`src/rtl/ems_pkg.sv`:
```
// package for the emitter mode sequencer: mode codes, widths and fixed channel masks
`default_nettype none
package ems_pkg;

  localparam int CHANNELS = 16;
  localparam int UB_W     = 16;
  localparam int MODE_W   = 3;

  typedef enum logic [MODE_W-1:0] {
    MODE_DISABLED = 3'd0,
    MODE_IDLE     = 3'd1,
    MODE_DEFAULT  = 3'd2,
    MODE_USER     = 3'd3,
    MODE_CYCLING  = 3'd4,
    MODE_ALL940   = 3'd5,
    MODE_ALL660   = 3'd6
  } mode_t;

  // channels that exist within the visible mask bits
  function automatic logic [UB_W-1:0] chan_mask_f();
    logic [UB_W-1:0] m;
    for (int i = 0; i < UB_W; i++) begin
      m[i] = (i < CHANNELS);
    end
    return m;
  endfunction

  localparam logic [UB_W-1:0] CHAN_MASK    = chan_mask_f();
  localparam logic [UB_W-1:0] EVEN_MASK    = 16'h5555 & CHAN_MASK;
  localparam logic [UB_W-1:0] ODD_MASK     = 16'hAAAA & CHAN_MASK;
  localparam logic [UB_W-1:0] DEFAULT_MASK = 16'h6666 & CHAN_MASK;

endpackage
`default_nettype wire

```
`src/rtl/ems_if.sv`:
```
// poll and result channel interfaces of the emitter mode sequencer
`default_nettype none
interface ems_in_if;
  logic                     valid;
  logic                     ready;
  logic                     tick;
  logic                     override_enable;
  logic [ems_pkg::UB_W-1:0] user_bits;
  logic                     enable;
  logic [ems_pkg::MODE_W-1:0] requested_mode;

  modport source (output valid, tick, override_enable, user_bits, enable, requested_mode,
                  input ready);
  modport sink (input valid, tick, override_enable, user_bits, enable, requested_mode,
                output ready);
endinterface

interface ems_out_if;
  logic                       valid;
  logic                       ready;
  logic [ems_pkg::UB_W-1:0]   channel_on;
  logic [ems_pkg::MODE_W-1:0] mode;
  logic                       applied;

  modport source (output valid, channel_on, mode, applied, input ready);
  modport sink (input valid, channel_on, mode, applied, output ready);
endinterface
`default_nettype wire

```
`src/rtl/emitter_mode_sequencer.sv`:
```
// emitter mode sequencer: poll register, mode step logic and result register
//
// usage:
//   in_if  carries one poll request per handshake: tick, override_enable,
//          user_bits, enable and requested_mode
//   out_if returns exactly one result request per poll: the channel on mask,
//          the mode after the poll and whether a step ran (applied)
// timing:
//   a poll is captured in an input register; the step logic runs from that
//   register once the result slot is free or being emptied, and writes the
//   mode state and the result register together
//   one poll per clock is sustained while out_if.ready stays high; the only
//   loop is the update of mode, parity, stored user bits and mask in the step stage
// reset (rst_n low, synchronous):
//   mode goes to disabled, parity, stored user bits and mask clear to zero,
//   both pipeline stages empty
// stall:
//   while out_if.ready is low the result is held; the input register still
//   fills, then in_if.ready drops until the result is taken
`default_nettype none
module emitter_mode_sequencer (
  input  wire       clk,
  input  wire       rst_n,
  ems_in_if.sink    in_if,
  ems_out_if.source out_if
);

  // input register
  logic                       s1_v_r;
  logic                       s1_tick_r;
  logic                       s1_ovr_r;
  logic [ems_pkg::UB_W-1:0]   s1_ubits_r;
  logic                       s1_en_r;
  logic [ems_pkg::MODE_W-1:0] s1_req_r;

  // sequencer state
  ems_pkg::mode_t             mode_r, mode_nxt;
  logic                       parity_r, parity_nxt;
  logic [ems_pkg::UB_W-1:0]   ubits_r;
  logic [ems_pkg::UB_W-1:0]   mask_r, mask_nxt;

  // result register
  logic                       out_v_r;
  logic [ems_pkg::UB_W-1:0]   out_mask_r;
  ems_pkg::mode_t             out_mode_r;
  logic                       out_applied_r;

  logic           s1_adv;
  logic           in_take;
  logic           run;
  ems_pkg::mode_t req;

  // step stage moves when the result slot is free or being emptied
  assign s1_adv  = s1_v_r && (!out_v_r || out_if.ready);
  assign in_if.ready = !s1_v_r || s1_adv;
  assign in_take = in_if.valid && in_if.ready;

  always_ff @(posedge clk) begin
    if (!rst_n) begin
      s1_v_r <= 1'b0;
    end else if (in_if.ready) begin
      s1_v_r <= in_if.valid;
    end
    if (in_take) begin
      s1_tick_r  <= in_if.tick;
      s1_ovr_r   <= in_if.override_enable;
      s1_ubits_r <= in_if.user_bits;
      s1_en_r    <= in_if.enable;
      s1_req_r   <= in_if.requested_mode;
    end
  end

  // code seven means nothing and stands for idle
  always_comb begin
    if (s1_req_r > ems_pkg::MODE_W'(ems_pkg::MODE_ALL660)) begin
      req = ems_pkg::MODE_IDLE;
    end else begin
      req = ems_pkg::mode_t'(s1_req_r);
    end
  end

  // step condition: tick, override outside user/cycling, or changed bits in user mode
  always_comb begin
    run = s1_tick_r
       || (s1_ovr_r && mode_r != ems_pkg::MODE_USER && mode_r != ems_pkg::MODE_CYCLING)
       || (s1_ovr_r && mode_r == ems_pkg::MODE_USER && s1_ubits_r != ubits_r);
  end

  // next mode
  always_comb begin
    mode_nxt = mode_r;
    case (mode_r)
      ems_pkg::MODE_DISABLED: begin
        if (s1_en_r || req != mode_r) mode_nxt = ems_pkg::MODE_IDLE;
      end
      ems_pkg::MODE_IDLE: begin
        if (!s1_en_r) mode_nxt = ems_pkg::MODE_DISABLED;
        else if (req != mode_r) mode_nxt = req;
      end
      default: begin
        if (!s1_en_r) mode_nxt = ems_pkg::MODE_DISABLED;
        else if (req != mode_r) mode_nxt = ems_pkg::MODE_IDLE;
      end
    endcase
  end

  // mask from the mode held before the move, with the new parity and user bits
  assign parity_nxt = ~parity_r;

  always_comb begin
    case (mode_r)
      ems_pkg::MODE_DISABLED: mask_nxt = '0;
      ems_pkg::MODE_DEFAULT:  mask_nxt = ems_pkg::DEFAULT_MASK;
      ems_pkg::MODE_USER:     mask_nxt = s1_ubits_r & ems_pkg::CHAN_MASK;
      ems_pkg::MODE_CYCLING:  mask_nxt = parity_nxt ? ems_pkg::ODD_MASK : ems_pkg::EVEN_MASK;
      ems_pkg::MODE_ALL940:   mask_nxt = ems_pkg::EVEN_MASK;
      ems_pkg::MODE_ALL660:   mask_nxt = ems_pkg::ODD_MASK;
      default:                mask_nxt = mask_r;  // idle keeps the pattern
    endcase
  end

  // state update and result capture
  always_ff @(posedge clk) begin
    if (!rst_n) begin
      mode_r   <= ems_pkg::MODE_DISABLED;
      parity_r <= 1'b0;
      ubits_r  <= '0;
      mask_r   <= '0;
      out_v_r  <= 1'b0;
    end else begin
      if (s1_adv && run) begin
        mode_r   <= mode_nxt;
        parity_r <= parity_nxt;
        ubits_r  <= s1_ubits_r;
        mask_r   <= mask_nxt;
      end
      if (s1_adv) begin
        out_v_r <= 1'b1;
      end else if (out_if.ready) begin
        out_v_r <= 1'b0;
      end
    end
    if (s1_adv) begin
      out_mask_r    <= run ? mask_nxt : mask_r;
      out_mode_r    <= run ? mode_nxt : mode_r;
      out_applied_r <= run;
    end
  end

  assign out_if.valid      = out_v_r;
  assign out_if.channel_on = out_mask_r;
  assign out_if.mode       = out_mode_r;
  assign out_if.applied    = out_applied_r;

  // a step out of disabled always leaves every channel off
  a_disabled_off: assert property (@(posedge clk) disable iff (!rst_n)
    s1_adv && run && mode_r == ems_pkg::MODE_DISABLED |=> mask_r == '0)
    else $error("step from disabled left channels on");

  // disabled only ever moves to idle
  a_disabled_exit: assert property (@(posedge clk) disable iff (!rst_n)
    s1_adv && mode_r == ems_pkg::MODE_DISABLED
      |=> mode_r == ems_pkg::MODE_DISABLED || mode_r == ems_pkg::MODE_IDLE)
    else $error("disabled moved straight to a working mode");

  // parity flips on every step and holds otherwise
  a_parity: assert property (@(posedge clk) disable iff (!rst_n)
    s1_adv |=> (parity_r != $past(parity_r)) == $past(run))
    else $error("parity out of step with applied steps");

  // reported mode matches the state after the request
  a_out_mode: assert property (@(posedge clk) disable iff (!rst_n)
    s1_adv |=> out_if.mode == mode_r && out_if.channel_on == mask_r)
    else $error("result does not match sequencer state");

endmodule
`default_nettype wire

```
`src/flat_wrapper.sv`:
```
// flat-port wrapper written by rule: the top's interface ports become plain ports
module emitter_mode_sequencer_flat 
  (clk, rst_n, in_if_valid, in_if_tick, in_if_override_enable, in_if_user_bits, in_if_enable, in_if_requested_mode, in_if_ready, out_if_valid, out_if_channel_on, out_if_mode, out_if_applied, out_if_ready);
  ems_in_if in_if_i ();
  ems_out_if out_if_i ();
  input  wire clk;
  input  wire rst_n;
  input wire logic [$bits(in_if_i.valid)-1:0] in_if_valid;
  input wire logic [$bits(in_if_i.tick)-1:0] in_if_tick;
  input wire logic [$bits(in_if_i.override_enable)-1:0] in_if_override_enable;
  input wire logic [$bits(in_if_i.user_bits)-1:0] in_if_user_bits;
  input wire logic [$bits(in_if_i.enable)-1:0] in_if_enable;
  input wire logic [$bits(in_if_i.requested_mode)-1:0] in_if_requested_mode;
  output wire logic [$bits(in_if_i.ready)-1:0] in_if_ready;
  output wire logic [$bits(out_if_i.valid)-1:0] out_if_valid;
  output wire logic [$bits(out_if_i.channel_on)-1:0] out_if_channel_on;
  output wire logic [$bits(out_if_i.mode)-1:0] out_if_mode;
  output wire logic [$bits(out_if_i.applied)-1:0] out_if_applied;
  input wire logic [$bits(out_if_i.ready)-1:0] out_if_ready;
  assign in_if_i.valid = in_if_valid;
  assign in_if_i.tick = in_if_tick;
  assign in_if_i.override_enable = in_if_override_enable;
  assign in_if_i.user_bits = in_if_user_bits;
  assign in_if_i.enable = in_if_enable;
  assign in_if_i.requested_mode = in_if_requested_mode;
  assign in_if_ready = in_if_i.ready;
  assign out_if_valid = out_if_i.valid;
  assign out_if_channel_on = out_if_i.channel_on;
  assign out_if_mode = out_if_i.mode;
  assign out_if_applied = out_if_i.applied;
  assign out_if_i.ready = out_if_ready;
  emitter_mode_sequencer u_core (.clk(clk), .rst_n(rst_n), .in_if(in_if_i), .out_if(out_if_i));
endmodule
```
`config.mk`:
```
export PLATFORM = sky130hd
export DESIGN_NAME = emitter_mode_sequencer_flat
export DESIGN_NICKNAME = d
export VERILOG_FILES = /design/src/rtl/ems_pkg.sv /design/src/rtl/ems_if.sv /design/src/rtl/emitter_mode_sequencer.sv /design/src/flat_wrapper.sv
export SDC_FILE = /design/constraint.sdc
export NUM_CORES = 1
export LEC_CHECK = 0
export BUFFER_PORTS_ARGS = -buffer_cell sky130_fd_sc_hd__buf_4
export CAP_MARGIN = 20
export CORE_ASPECT_RATIO = 0.9
export CORE_UTILIZATION = 62
export CTS_CLUSTER_DIAMETER = 120
export CTS_CLUSTER_SIZE = 20
export DETAILED_ROUTE_END_ITERATION = 10
export GPL_TIMING_DRIVEN = 0
export PLACE_DENSITY = 0.84
export SYNTH_ARGS = -nofsm -noshare
export SYNTH_HDL_FRONTEND = slang
export SYNTH_SLANG_ARGS = --single-unit
```
`constraint.sdc`:
```
create_clock -name clk -period 3.6 [get_ports clk]
set_input_delay 0.72 -clock clk [delete_from_list [all_inputs] [get_ports clk]]
set_output_delay 0.72 -clock clk [all_outputs]
set_load 0.02 [all_outputs]
```
==> impl_metrics.csv <==
group,metric,value,unit
outcome,violations,"design-rule violations",
clock_network,cts.path.max_buffers,2,
logic_synthesis,synthTopCellsByCount,"70 x nand2_1, 42 x edfxtp_1, 40 x mux2i_1",
logic_synthesis,synth.most_common_cell,"nand2_1",
global_route,grt_pass1_wl,13000,um
routing,drt-met1-wl,3365,um
routing,wl_per_cell,16.83,um
global_route,antenna_found_initial,0,
routing,drc,3,
sta,tns,0,ns
placement,dpl-instance-area,4297,um^2
worst_setup_path,worstSetupPathType,"input pin to output port",
clock_network,htree_levels,3,
power_and_ir_drop,p_per_area,424.1,nW/um^2
logic_synthesis,ys_async_sr_fraction,0,%
logic_synthesis,synth-main-ff-cell,"edfxtp_1",
routing,drtAntennaViolNets,0,
global_route,grt_pass1_vias,2690,
sta,tightest_slew,0.9425,ns
logic_synthesis,synth_top_area_cell,"edfxtp_1",
logic_synthesis,synth_area_leaders,"edfxtp_1 33%, dfxtp_1 20%, mux2i_1 10%, nand2_1 6.9%, mux2_2 4.4%",
die,num_io_pins,48,
routing,drt-initial-drc-count,246,
logic_synthesis,ys_seq_area_share,52.74,%
hold_path,worstHoldStart,"u_core.ubits_r[14]$_SDFFE_PN0P_",
worst_setup_path,rr_worst_depth,5,
die,dieArea,6502,um^2
layout,diodes,0,
clock_network,postCtsSetupBuffers,0,
layout,syn2layout_area_growth,17.69,%
routing,num_vias,2767,
layout,fin_area,4512,um^2
sta,rsz0062_at_grt,"false",
sta,period_share,58.00,%
worst_setup_path,path_max_fanout,4,
power_and_ir_drop,p_leak,1.897,nW
routing,route.met2.wl,3828,um
clock_network,clk_pin_slew,0.08,ns
clock_network,hold_buffers,0,
logic_synthesis,synth_edf_count,42,
sta,finalCriticalPeriod,2.088,ns
clock_network,numCtsBuffers,9,
routing,via_per_inst,5.813,
sta,slew-limit-headroom,37.16,%
die,rows,26,
routing,met3_length,648,um
logic_synthesis,synth_nets,369,
clock_network,root_buffer,"clkbuf_8",
sta,finClkSkew,0.009123,ns
clock_network,cts_tree,"built",
sta,drv_slew,0,
layout,final_layout_size_suffix_gt1_share,23.40,%
logic_synthesis,ys_warn_count,0,
clock_network,insertion_delay,0.36,ns
hold_path,hp-class,"flop to flop",
layout,num-fill-cells,385,
worst_setup_path,critPathLaunch,"out_if_ready",
worst_setup_path,critPathArrivalTime,1.37,ns
layout,final_core_util,77.48,%
hold_path,whs_path_depth,2,
logic_synthesis,synth-seq-cells,80,
placement,gp_congestion,0.8593,
logic_synthesis,yosys.cell_types.count,44,
routing,finalWirelength,8011,um
die,die_h,76.60,um
placement,post-dp-hpwl,5653,um
routing,first_pass_iters,7,
flow_run,cap_violations,0,
global_route,grt_overflow,0,
global_route,grt_usage,26.62,%
logic_synthesis,synthCells,343,
die,core,5823,um^2
routing,highest_layer,"met4",
logic_synthesis,synth_top_area_share,32.90,%
power_and_ir_drop,p_total,0.001914,W
sta,hold_ws,0.4802,ns
power_and_ir_drop,ir_worst_vdd,366.0,uV
worst_setup_path,timing.rr.start,"u_core.mode_r[0]$_SDFFE_PN0P_",
worst_setup_path,critPathLaunchType,"input pin",
logic_synthesis,postSynthAreaPerCell,11.18,um^2
clock_network,cts_sinks,80,
die,start_util,65.84,%
clock_network,cts_resized,0,
layout,nets,427,
die,dieWidth,84.89,um
sta,setup_viol,0,
global_route,grt_max_degree,23,
sta,hold_viol,0,
worst_setup_path,worstPathRequired,2.88,ns
placement,port_buffers,46,
worst_setup_path,end_kind,"output port",
sta,max_freq,478.9,MHz
logic_synthesis,syn_area,3834,um^2
outcome,status,"finished with violations",
## where the power goes
part	switching [W]	internal (W)	leakage [nW]	total (W)
combinational	0.0000995	0.0000913	1.08	0.000191
clock	0.000332	0.000366	0.101	0.000699
sequential	0.0000280	0.000996	0.720	0.00102
## metal layers
layer	track usage, %	up-vias
li1	-	1327
met1	34.43	1312
met2	42.52	110
met3	7.476	18
met4	10.34	0
met5	0	-
## worst paths after layout
| path | endpoint | slack [ns] |
|---|---|---|
| worst max register to register | u_core.out_if.channel_on[15]$_DFFE_PP_ | 1.59 |
| worst min-delay path | u_core.ubits_r[14]$_SDFFE_PN0P_ | 0.48 |
| worst max-delay path | in_if_ready | 1.51 |
| worst min register to register | u_core.ubits_r[14]$_SDFFE_PN0P_ | 0.48 |
## sequential cells by signal, summed over array words and instances, names as in the netlist, 3 cells and up
name,cells
u_core.out_if.mode,3
u_core.out_if.channel_on,16
u_core.mode_r,3
u_core.s1_ubits_r,16
u_core.s1_req_r,3
u_core.ubits_r,16
u_core.mask_r,16
## cells by family (layout without fill, tap and decap cells)
logic type	after synthesis	count (layout)	share of synthesized area (%)
AO/OA/AOI/OAI	46	46	8.649
XOR/XNOR	17	17	3.884
buffers and inverters	30	93	5.124
flip-flops	80	80	52.74
multiplexers	56	56	15.24
AND/OR/NAND/NOR	114	114	14.36
## stage by stage
stage	cells	setup slack (ns)
after detailed placement	460	1.445
after CTS	476	1.523
after global placement	459	0.3688
after global routing	476	1.450
after floorplan	343	1.032
final	476	1.512
## critical path, stage by stage
cell and delay, ns:
buf_4 0.11, nor2b_1 0.24, nand2_1 0.12, buf_4 0.17
## cells in the final DEF, fill, tap and decap left out, drive strengths merged, types with 2 or more instances in the layout
master     n
a21boi     5
a21o       6
a21oi     11
a221o      7
a221oi     4
and2       2
buf       57
clkbuf    26
clkinvlp   2
dfxtp     38
edfxtp    42
inv        6
mux2      16
mux2i     40
nand2     70
nand2b    12
nand4      4
nand4b     2
nor2       2
nor2b      8
nor3       3
o21ai      5
or2        4
xnor2     16
## layout make-up
| class | count | area, um^2 | share of cell area (%) |
|---|---|---|---|
| Clock inverter | 5 | 62.56 | 1.387 |
| Buffer | 25 | 177.7 | 3.938 |
| Sequential cell | 80 | 2022 | 44.81 |
| Multi-Input combinational cell | 233 | 1618 | 35.86 |
| Clock buffer | 11 | 152.6 | 3.383 |
| Tap cell | 70 | 87.58 | 1.941 |
| Inverter | 5 | 18.77 | 0.4160 |
| Timing Repair Buffer | 47 | 372.9 | 8.264 |
(Power assumes the default switching activity.)
